**src/rtl/mlqs_pkg.sv**
```systemverilog
// Shared constants, types and helpers for the multilevel queue scheduler.
package mlqs_pkg;

	localparam int NUM_CLASSES    = 8;
	localparam int CLASS_DEPTH    = 16;
	localparam int PRIO_PER_CLASS = 4;

	localparam int FUNC_W = 2;
	localparam int ID_W   = 16;
	localparam int PRIO_W = 5;
	localparam int CPU_W  = 8;
	localparam int STAT_W = 3;

	localparam int ENTRY_W   = ID_W + PRIO_W + CPU_W;
	localparam int CLS_W     = (NUM_CLASSES > 1) ? $clog2(NUM_CLASSES) : 1;
	localparam int PTR_W     = $clog2(CLASS_DEPTH);
	localparam int CNT_W     = $clog2(CLASS_DEPTH + 1);
	localparam int ADDR_W    = CLS_W + PTR_W;
	localparam int RAM_DEPTH = 1 << ADDR_W;

	typedef enum logic [FUNC_W-1:0] {
		FUNC_ENQ   = 2'd0,
		FUNC_DISP  = 2'd1,
		FUNC_DECAY = 2'd2,
		FUNC_NOP   = 2'd3
	} func_t;

	typedef enum logic [STAT_W-1:0] {
		ST_ENQ   = 3'd0,
		ST_FULL  = 3'd1,
		ST_DISP  = 3'd2,
		ST_EMPTY = 3'd3,
		ST_DECAY = 3'd4
	} status_t;

	typedef enum logic [2:0] {
		RES_NONE,
		RES_ENQ,
		RES_EMPTY,
		RES_DISP,
		RES_DECAY
	} res_t;

	typedef enum logic [1:0] {
		S_IDLE,
		S_EXEC,
		S_DISP,
		S_WALK
	} state_t;

	typedef struct packed {
		logic latch;
		logic enq;
		logic pop;
		logic walk_rd;
		logic walk_wr;
		res_t res;
	} dp_cmd_t;

	typedef struct packed {
		func_t func;
		logic  any_ready;
		logic  walk_end;
	} dp_status_t;

	function automatic logic [PTR_W-1:0] ptr_inc(input logic [PTR_W-1:0] ptr);
		logic [PTR_W-1:0] nxt;
		if (ptr == PTR_W'(CLASS_DEPTH - 1))
			nxt = '0;
		else
			nxt = ptr + 1'b1;
		return nxt;
	endfunction

endpackage

```
**src/rtl/mlqs_ram.sv**
```systemverilog
// Generic simple dual-port RAM, one write and one registered read port.
module mlqs_ram #(
	parameter int WIDTH = 8,
	parameter int DEPTH = 16
) (
	input  logic                     clk,
	input  logic                     we,
	input  logic [$clog2(DEPTH)-1:0] waddr,
	input  logic [WIDTH-1:0]         wdata,
	input  logic [$clog2(DEPTH)-1:0] raddr,
	output logic [WIDTH-1:0]         rdata
);

	logic [WIDTH-1:0] mem [DEPTH];
	logic [WIDTH-1:0] rdata_q;

	always_ff @(posedge clk) begin
		if (we)
			mem[waddr] <= wdata;
		rdata_q <= mem[raddr];
	end

	assign rdata = rdata_q;

endmodule

```
**src/rtl/mlqs_ctrl.sv**
```systemverilog
// Sequencer that steps each operation through the datapath.
module mlqs_ctrl (
	input  logic                 clk,
	input  logic                 arst_n,
	input  logic                 start,
	input  mlqs_pkg::dp_status_t stat,
	output mlqs_pkg::dp_cmd_t    cmd,
	output logic                 busy
);

	import mlqs_pkg::*;

	state_t state_q, state_d;

	always_ff @(posedge clk or negedge arst_n) begin
		if (!arst_n)
			state_q <= S_IDLE;
		else
			state_q <= state_d;
	end

	always_comb begin
		state_d     = state_q;
		cmd         = '0;
		cmd.res     = RES_NONE;
		busy        = 1'b1;
		unique case (state_q)
			S_IDLE: begin
				busy = 1'b0;
				if (start) begin
					cmd.latch = 1'b1;
					state_d   = S_EXEC;
				end
			end
			S_EXEC: begin
				unique case (stat.func)
					FUNC_ENQ: begin
						cmd.enq = 1'b1;
						cmd.res = RES_ENQ;
						state_d = S_IDLE;
					end
					FUNC_DISP: begin
						if (stat.any_ready) begin
							cmd.pop = 1'b1;
							state_d = S_DISP;
						end else begin
							cmd.res = RES_EMPTY;
							state_d = S_IDLE;
						end
					end
					FUNC_DECAY: begin
						cmd.walk_rd = 1'b1;
						state_d     = S_WALK;
					end
					FUNC_NOP: begin
						cmd.res = RES_DECAY;
						state_d = S_IDLE;
					end
					default: state_d = S_IDLE;
				endcase
			end
			S_DISP: begin
				cmd.res = RES_DISP;
				state_d = S_IDLE;
			end
			S_WALK: begin
				cmd.walk_wr = 1'b1;
				if (stat.walk_end) begin
					cmd.res = RES_DECAY;
					state_d = S_IDLE;
				end else begin
					cmd.walk_rd = 1'b1;
				end
			end
			default: state_d = S_IDLE;
		endcase
	end

endmodule

```
**src/rtl/mlqs_dp.sv**
```systemverilog
// Queue pointers, counts, entry RAM and result registers.
module mlqs_dp (
	input  logic                          clk,
	input  logic                          arst_n,
	input  mlqs_pkg::dp_cmd_t             cmd,
	output mlqs_pkg::dp_status_t          stat,
	input  logic [mlqs_pkg::FUNC_W-1:0]   func,
	input  logic [mlqs_pkg::ID_W-1:0]     task_id,
	input  logic [mlqs_pkg::PRIO_W-1:0]   prio,
	input  logic [mlqs_pkg::CPU_W-1:0]    cpu_use,
	output logic                          done,
	output logic [mlqs_pkg::STAT_W-1:0]   status,
	output logic [mlqs_pkg::ID_W-1:0]     out_id,
	output logic [mlqs_pkg::PRIO_W-1:0]   out_prio,
	output logic [mlqs_pkg::CPU_W-1:0]    out_cpu
);

	import mlqs_pkg::*;

	// latched command beat
	logic [FUNC_W-1:0] func_q;
	logic [ID_W-1:0]   id_q;
	logic [PRIO_W-1:0] prio_q;
	logic [CPU_W-1:0]  cpu_q;

	// per-class queue state
	logic [PTR_W-1:0] head_q [NUM_CLASSES];
	logic [PTR_W-1:0] tail_q [NUM_CLASSES];
	logic [CNT_W-1:0] count_q [NUM_CLASSES];

	// decay sweep
	logic [ADDR_W-1:0] walk_q;
	logic [ADDR_W-1:0] wr_addr_q;

	// result registers
	logic              done_q;
	status_t           status_q;
	logic [ID_W-1:0]   out_id_q;
	logic [PRIO_W-1:0] out_prio_q;
	logic [CPU_W-1:0]  out_cpu_q;

	logic [PRIO_W-1:0]  cls_raw;
	logic [CLS_W-1:0]   enq_cls;
	logic               full;
	logic [CLS_W-1:0]   pop_cls;
	logic               any_ready;
	logic               ram_we;
	logic [ADDR_W-1:0]  ram_waddr;
	logic [ENTRY_W-1:0] ram_wdata;
	logic [ADDR_W-1:0]  ram_raddr;
	logic [ENTRY_W-1:0] ram_rdata;
	logic [ENTRY_W-1:0] halved;
	logic               enq_ok;

	always_ff @(posedge clk) begin
		if (cmd.latch) begin
			func_q <= func;
			id_q   <= task_id;
			prio_q <= prio;
			cpu_q  <= cpu_use;
		end
	end

	// class of the task being enqueued, saturated to the last class
	always_comb begin
		cls_raw = PRIO_W'(prio_q / PRIO_PER_CLASS);
		if (cls_raw > PRIO_W'(NUM_CLASSES - 1))
			enq_cls = CLS_W'(NUM_CLASSES - 1);
		else
			enq_cls = CLS_W'(cls_raw);
	end

	assign full   = (count_q[enq_cls] == CNT_W'(CLASS_DEPTH));
	assign enq_ok = cmd.enq && !full;

	// lowest non-empty class
	always_comb begin
		pop_cls   = '0;
		any_ready = 1'b0;
		for (int c = NUM_CLASSES - 1; c >= 0; c--) begin
			if (count_q[c] != '0) begin
				pop_cls   = CLS_W'(c);
				any_ready = 1'b1;
			end
		end
	end

	always_ff @(posedge clk or negedge arst_n) begin
		if (!arst_n) begin
			for (int c = 0; c < NUM_CLASSES; c++) begin
				head_q[c]  <= '0;
				tail_q[c]  <= '0;
				count_q[c] <= '0;
			end
		end else if (enq_ok) begin
			tail_q[enq_cls]  <= ptr_inc(tail_q[enq_cls]);
			count_q[enq_cls] <= count_q[enq_cls] + 1'b1;
		end else if (cmd.pop) begin
			head_q[pop_cls]  <= ptr_inc(head_q[pop_cls]);
			count_q[pop_cls] <= count_q[pop_cls] - 1'b1;
		end
	end

	// sweep counter wraps back to zero after the last address
	always_ff @(posedge clk or negedge arst_n) begin
		if (!arst_n) begin
			walk_q    <= '0;
			wr_addr_q <= '0;
		end else if (cmd.walk_rd) begin
			walk_q    <= walk_q + 1'b1;
			wr_addr_q <= walk_q;
		end
	end

	// id 1 keeps its usage
	always_comb begin
		halved = ram_rdata;
		if (ram_rdata[ENTRY_W-1 -: ID_W] != ID_W'(1))
			halved[CPU_W-1:0] = {1'b0, ram_rdata[CPU_W-1:1]};
	end

	assign ram_we    = enq_ok || cmd.walk_wr;
	assign ram_waddr = cmd.walk_wr ? wr_addr_q : {enq_cls, tail_q[enq_cls]};
	assign ram_wdata = cmd.walk_wr ? halved : {id_q, prio_q, cpu_q};
	assign ram_raddr = cmd.walk_rd ? walk_q : {pop_cls, head_q[pop_cls]};

	mlqs_ram #(
		.WIDTH(ENTRY_W),
		.DEPTH(RAM_DEPTH)
	) u_ram (
		.clk   (clk),
		.we    (ram_we),
		.waddr (ram_waddr),
		.wdata (ram_wdata),
		.raddr (ram_raddr),
		.rdata (ram_rdata)
	);

	always_ff @(posedge clk or negedge arst_n) begin
		if (!arst_n)
			done_q <= 1'b0;
		else
			done_q <= (cmd.res != RES_NONE);
	end

	always_ff @(posedge clk) begin
		if (cmd.res != RES_NONE) begin
			out_id_q   <= '0;
			out_prio_q <= '0;
			out_cpu_q  <= '0;
			case (cmd.res)
				RES_ENQ:   status_q <= full ? ST_FULL : ST_ENQ;
				RES_EMPTY: status_q <= ST_EMPTY;
				RES_DISP: begin
					status_q   <= ST_DISP;
					out_id_q   <= ram_rdata[ENTRY_W-1 -: ID_W];
					out_prio_q <= ram_rdata[CPU_W +: PRIO_W];
					out_cpu_q  <= ram_rdata[CPU_W-1:0];
				end
				default:   status_q <= ST_DECAY;
			endcase
		end
	end

	assign stat.func      = func_t'(func_q);
	assign stat.any_ready = any_ready;
	assign stat.walk_end  = (walk_q == '0);

	assign done     = done_q;
	assign status   = status_q;
	assign out_id   = out_id_q;
	assign out_prio = out_prio_q;
	assign out_cpu  = out_cpu_q;

endmodule

```
**src/rtl/multilevel_priority_queue_scheduler_top.sv**
```systemverilog
// Top level of the multilevel priority queue scheduler.
//
//  channel   handshake        beat fields
//  --------  ---------------  ------------------------------------
//  command   start & !busy    func, task_id, prio, cpu_use
//  result    done (1 cycle)   status, out_id, out_prio, out_cpu
//
// Steps: enqueue and the reserved no-op go from the execute state to the
// result register; dispatch adds a state for one registered read of the
// entry RAM. Decay sweeps the whole entry RAM, one read-modify-write per
// cycle overlapped, before its result is registered.
// busy stays high from the accept edge until the result cycle; the next
// command beat can be taken in the cycle that shows the result.
// Reset (arst_n low) empties all queues at once; no clearing pass.
// The result beat cannot be stalled: done is high for exactly one cycle.
module multilevel_priority_queue_scheduler_top (
	input  logic                          clk,
	input  logic                          arst_n,
	input  logic                          start,
	output logic                          busy,
	input  logic [mlqs_pkg::FUNC_W-1:0]   func,
	input  logic [mlqs_pkg::ID_W-1:0]     task_id,
	input  logic [mlqs_pkg::PRIO_W-1:0]   prio,
	input  logic [mlqs_pkg::CPU_W-1:0]    cpu_use,
	output logic                          done,
	output logic [mlqs_pkg::STAT_W-1:0]   status,
	output logic [mlqs_pkg::ID_W-1:0]     out_id,
	output logic [mlqs_pkg::PRIO_W-1:0]   out_prio,
	output logic [mlqs_pkg::CPU_W-1:0]    out_cpu
);

	import mlqs_pkg::*;

	// controller <-> datapath
	dp_cmd_t    cmd;
	dp_status_t stat;

	// sequencer: idle -> exec -> (dispatch read | decay sweep) -> idle
	mlqs_ctrl u_ctrl (
		.clk    (clk),
		.arst_n (arst_n),
		.start  (start),
		.stat   (stat),
		.cmd    (cmd),
		.busy   (busy)
	);

	// queue state, entry RAM and the result register
	mlqs_dp u_dp (
		.clk      (clk),
		.arst_n   (arst_n),
		.cmd      (cmd),
		.stat     (stat),
		.func     (func),
		.task_id  (task_id),
		.prio     (prio),
		.cpu_use  (cpu_use),
		.done     (done),
		.status   (status),
		.out_id   (out_id),
		.out_prio (out_prio),
		.out_cpu  (out_cpu)
	);

endmodule

```
**config.mk**
```make
export PLATFORM = sky130hd
export DESIGN_NAME = multilevel_priority_queue_scheduler_top
export DESIGN_NICKNAME = d
export VERILOG_FILES = /design/src/rtl/mlqs_pkg.sv /design/src/rtl/mlqs_ram.sv /design/src/rtl/mlqs_ctrl.sv /design/src/rtl/mlqs_dp.sv /design/src/rtl/multilevel_priority_queue_scheduler_top.sv
export SDC_FILE = /design/constraint.sdc
export NUM_CORES = 2
export LEC_CHECK = 0
export BUFFER_PORTS_ARGS = -buffer_cell sky130_fd_sc_hd__buf_4
export CORE_UTILIZATION = 25
export CTS_CLUSTER_DIAMETER = 30
export DETAILED_ROUTE_END_ITERATION = 6
export GPL_ROUTABILITY_DRIVEN = 0
export PLACE_DENSITY = 0.44
export SYNTH_ARGS = -nofsm -noshare
export SYNTH_HDL_FRONTEND = slang
export SYNTH_SLANG_ARGS = --single-unit
export TNS_END_PERCENT = 10
```
**constraint.sdc**
```tcl
create_clock -name clk -period 6.8 [get_ports clk]
set_input_delay 0.68 -clock clk [delete_from_list [all_inputs] [get_ports clk]]
set_output_delay 0.68 -clock clk [all_outputs]
set_load 0.05 [all_outputs]
```
Word level (Yosys, flattened, before mapping):

Memories as Yosys holds them, arrays and structs flattened. A register that Yosys moved wholly into a read port is not among the register bits.
Index checks and enable logic that the tools add are counted.

* register bits after elaboration: 184
* bits in writable memories: 3712
* bits of input ports: 34
* word-level logic and storage cells: 162
* memories kept: 1

Memories
* u_dp.u_ram.mem: words 128, bits a word 29, read ports 1, clocked after Yosys merged registers in 1, write ports 1, line mlqs_ram.sv:14 `logic [WIDTH-1:0] mem [DEPTH];`

* add/sub/neg operators: 5
* $lt $le $gt $ge: 5
* equal/unequal tests: 15
* multiplexer cells: 76
* bitwise gates (word level): 3
* reduce and logical (&&, ||, !) cells: 21

Operator list (count)
* bitwise mux 40 bit: 2
* two-way mux 40 bit: 2
* bitwise mux 32 bit: 2
* two-way mux 4 bit: 11
* nonzero test 5 bit: 8
* binary-select mux 5 bit (select 3 bit): 2
* demux 5 bit (select 3 bit): 2
* two-way mux 3 bit: 10
* two-way mux 5 bit: 6
* two-way mux 29 bit: 1
* one-hot mux 3 bit (3 select lines): 3
* binary-select mux 4 bit (select 3 bit): 2
* demux 4 bit (select 3 bit): 2
* two-way mux 1 bit: 20
* inequality test 16 x 1 -> 1 bit (second input constant): 1
* two-way mux 7 bit: 2
* two-way mux 2 bit: 5
* adder 4 x 1 -> 4 bit (second input constant): 2
* == test 2 bit (second input constant): 4
* == test 4 bit (second input constant): 2
* >= comparator 4 bit (second input constant): 2
* < comparator 4 x 1 -> 1 bit (second input constant): 2
* two-way mux 8 bit: 1
* NOT 3 -> 4 bit: 2
* other kinds (22): 29

Depth between registers and ports, before layout:

* depth after elaboration: 18
* mapped depth: 19
* depth with buffers taken out: 15

Hierarchy:

From an unflattened synthesis, not the netlist that was laid out.

* cell total of the unflattened synthesis: 6348
* area total of the unflattened synthesis: 151056.1 um^2

By module, submodules not included
* mlqs_ram: times used 1, cells each 5445, area each 141715.9 um^2, sequential area each 112047.5 um^2
* mlqs_dp: times used 1, cells each 878, area each 9150.0 um^2, sequential area each 4869.7 um^2
* mlqs_ctrl: times used 1, cells each 25, area each 190.2 um^2, sequential area each 50.0 um^2

Worst setup path before layout:

No wires, ideal clock.

* path type: register -> register
* from: register u_ctrl.state_q[1]
* to: memory u_dp.u_ram.mem[0][3] in the netlist's numbering (data pin)
* library setup time: 1.197 ns
* arrival time: 6.238 ns
* slack: -0.634 ns
* stages on the path, launching flop included: 7
* path through: dfrtp_1 > clkbuf_1 > nand2_1 > clkbuf_1 > clkbuf_1 > clkbuf_1 > o21ai_0

* longest elaborated chain between the ends: 3

Ends and longest elaborated chain
* start, declared: line mlqs_ctrl.sv:13 `state_t state_q, state_d;`
* start signal, assigned: line mlqs_ctrl.sv:19 `state_q <= state_d;`
* == test 2 bit: line mlqs_ctrl.sv:27 `unique case (state_q)`
* two-way mux 1 bit: line mlqs_ctrl.sv:27
* two-way mux 29 bit: line mlqs_dp.sv:124 `assign ram_wdata = cmd.walk_wr ? halved : {id_q, prio_q, cpu_q};`
* named net u_dp.ram_wdata[3]: line mlqs_dp.sv:49 `logic [ENTRY_W-1:0] ram_wdata;`
* end, declared: line mlqs_ram.sv:14

The timed path passes the listed nets, and every way through them passes these cells.

Worst setup path in the final report:

* from: register u_dp.count_q[37] in the netlist's numbering
* to: register u_dp.u_ram.rdata_q[10], in the netlist u_dp.u_ram.rdata[10] (read register of u_dp.u_ram.mem)

* longest elaborated chain between the ends: 7

Ends and longest elaborated chain
* start, declared: line mlqs_dp.sv:29 `logic [CNT_W-1:0] count_q [NUM_CLASSES];`
* start signal, assigned by index: line mlqs_dp.sv:97 `count_q[enq_cls] <= count_q[enq_cls] + 1'b1;`
* start signal, assigned by index: line mlqs_dp.sv:100 `count_q[pop_cls] <= count_q[pop_cls] - 1'b1;`
* nonzero test 5 bit *: line mlqs_dp.sv:81 `if (count_q[c] != '0) begin`
* two-way mux 3 bit *: line mlqs_dp.sv:81
* NOT 3 -> 4 bit (implied by the code): line mlqs_dp.sv:125 `assign ram_raddr = cmd.walk_rd ? walk_q : {pop_cls, head_q[pop_cls]};`
* binary-select mux 4 bit (select 3 bit): line mlqs_dp.sv:125
* two-way mux 4 bit (implied by the code) (2 in series): line mlqs_dp.sv:125
* two-way mux 7 bit *: line mlqs_dp.sv:125
* end, declared: line mlqs_ram.sv:15 `logic [WIDTH-1:0] rdata_q;`

Every way passes the cells marked *; elsewhere a longest branch is shown, timed or not. The select of a mux whose other input is x is not followed.
A chain may end at the register's enable or synchronous reset.

==> results.toml <==
[worst_setup_path]
path_cells = "nor4_2 > nand4_1 > nor3_2 > a211oi_1 > o211ai_1 > o31ai_2 > nor2_4 > buf_12 > buf_4 > a32oi_1 > a2111oi_0 > o32ai_2 > o311ai_1 > nor2_1"
start_kind = "flop"
path_buf_inv = 2
cp_max_fo = 55
cp_slowest_cell = "a2111oi_0"
endpoint_kind = "flop"
worstPathArrival_ns = 7.60
cp.required_ns = 7.76
path_class = "reg -> reg"
cp_slowest_stage_delay_ns = 1.17
critPathTopFamily = "compound AO/OA/AOI/OAI gates"

[logic_synthesis]
synth_top_cell_by_area = "edfxtp_1"
synth.distinct_cells = 101
yosysTopAreaCellShare_pct = 72.9
synth_seq_area_share_pct = 75.2
synth.avg_cell_area_um2 = 13.7
synth_commonest_cells = "edfxtp_1, nand2_1, nand3_1"
ys_dominant_reg_cell = "edfxtp_1"
netlist_area_mm2 = 0.156
synth-async-reset-ratio_pct = 3.08
synth_seq_cells = 3925
synth.area.top_cells = "edfxtp_1, nand2_1, nand3_1"
netlist_instances = 11300
yosysMostFrequentCell = "edfxtp_1"
synth_nets = 11400
synth-edff-count = 3775
synth_warnings = 0

[sta]
max_freq_mhz = 151
finalSetupViolCount = 0
hold_viol_final = 0
relSlewSlack_pct = 2.81
clock_skew_ns = 0.0777
fin_crit_ns = 6.64
fin_crit_sh_pct = 97.6
tightest_slew_ns = 1.46
rsz0062_at_grt = "no"
drv_slew = 0

[floorplanning]
die_width_um = 791
die_h_um = 791
start_util_pct = 25.1
boundaryPins = 68
core-area_mm2 = 0.620
die_area_mm2 = 0.626
rows = 289

[detailed_routing]
viasPerCell = 4.90
antenna_left = 0
first_pass_iters = 7
wirelength_mm = 607
dr_total_vias = 105000
drc = 1
wl_per_cell_um = 28.4
drt_iter0_drc = 12800

[global_routing]
grt_max_degree = 129
grt_pass1_wl_mm = 835
grt_pass1_vias = 102000
grt_usage_pct = 18.7
antenna_found_initial = 55
grt-ovfl-total = 0

[placed_design]
portBuffers = 67
dpl.hpwl_mm = 352
placed_area_mm2 = 0.171

[finish]
nNetsFinal = 12300
final_area_mm2 = 0.203
area_growth_pct = 30.6
drive_gt1_share_pct = 18.7

[status]
violations = "DRC"
status = "finished with violations"

[cts]
cts_root_buf = "clkbuf_16"
clock_path_buffers = 4
clock_sinks = 3925
clk_pin_slew_ns = 0.04
clk_latency_ns = 1.15
cts-htree-levels = 6
cts_tree = "built"
cts_buffers = 929

[worst_hold_path]
hold_path.class = "in -> async"

[run]
max-cap-violations = 0
## metal layers
metal	vias up	wire [um]	global-route usage (%)
met5	-	105	0
met4	18	19800	6.09
met3	864	49600	3.69
met2	4787	276000	29.4
met1	54300	261000	25.9
li1	45000	-	-
## final cells by class
cell class,count,area (um^2)
Antenna cell,23,57.6
Clock buffer,1102,24200
Clock inverter,648,7650
Fill cell,60900,416000
Inverter,25,93.8
Multi-Input combinational cell,6661,36900
Sequential cell,3925,117000
Tap cell,8293,10400
Timing Repair Buffer,736,7070
## through the flow
| stage | utilization [%] | worst slack (ns) | TNS [ns] | hold WS (ns) | std cells |
|---|---|---|---|---|---|
| after floorplan | - | -0.634 | -717.76 | 0.384 | 11300 |
| after global placement | 27.6 | -0.504 | -0.615 | 0.463 | 19600 |
| after detailed placement | 27.6 | -0.290 | -0.330 | 0.465 | 19600 |
| after CTS | 32.8 | 0.183 | 0 | 0.0237 | 21400 |
| after global routing | 32.8 | 0.170 | 0 | 0.0994 | 21400 |
| final | 32.8 | 0.164 | 0 | 0.0824 | 21400 |
## registers in the layout (all words and copies together), names as in the netlist, 8 cells and up
name / cells
u_dp.u_ram.mem: 3712
u_dp.head_q: 32
u_dp.count_q: 40
u_dp.id_q: 16
u_dp.tail_q: 32
u_dp.out_cpu: 8
u_dp.u_ram.rdata: 29
u_dp.out_id: 16
u_dp.cpu_q: 8
## final timing paths
path	startpoint	endpoint	slack, ns	depth (start not counted)
setup / recovery	u_dp.count_q[37]$_DFFE_PN0P_	u_dp.u_ram.rdata[10]$_DFF_P_	0.16	14
hold / removal	arst_n	u_dp.done$_DFF_PN0_	0.08	2
setup reg to reg	u_dp.count_q[37]$_DFFE_PN0P_	u_dp.u_ram.rdata[10]$_DFF_P_	0.16	14
hold reg to reg	u_dp.tail_q[30]$_DFFE_PN0P_	u_dp.tail_q[30]$_DFFE_PN0P_	0.48	2
max in group asynchronous	arst_n	u_dp.head_q[25]$_DFFE_PN0P_	5.53	3
min in group clk	task_id[14]	u_dp.id_q[14]$_DFFE_PP_	0.26	2
## cells by family (layout without fill, tap and decap cells)
group                    after synthesis  after routing  synth area share, %
buffers and inverters                756           2511                 2.24
XOR/XNOR                              14             14               0.0788
adder cells (fa/ha/maj)                7              7               0.0563
AO/OA/AOI/OAI                       1465           1465                 6.92
other                                  0             23                    0
multiplexers                         424            424                 2.81
AND/OR/NAND/NOR                     4751           4751                 12.7
flip-flops                          3925           3925                 75.2
## cells in the final DEF (no fill, tap or decap), types with 60 or more instances in the layout
master	Yosys	final
a2111oi_0	123	103
a21oi_1	315	313
a31oi_1	227	226
a32oi_1	374	374
buf_12	0	116
buf_4	41	582
bufinv_16	0	140
clkbuf_1	254	149
clkbuf_16	0	936
clkinv_1	0	185
clkinv_2	0	168
clkinvlp_4	0	82
dfrtp_1	121	121
edfxtp_1	3775	3775
mux2i_1	370	370
nand2_1	3268	3238
nand3_1	1014	1006
nor2_1	223	84
nor2_4	1	140
nor3_1	62	60
o21ai_0	77	62
o22ai_1	61	61
## what timing repair did
item / in CTS / in global routing
pin swaps: 1 / 0
setup endpoints to repair: 2 / 2
buffers inserted: 3 / 6
cloned: 0 / 0
gates resized for setup: 0 / 1
hold buffers: 33 / 0
hold endpoints to repair: 67 / 0
Power is not shown: default switching activity piles up to over one toggle a cycle in this logic, so the estimate is an artifact.
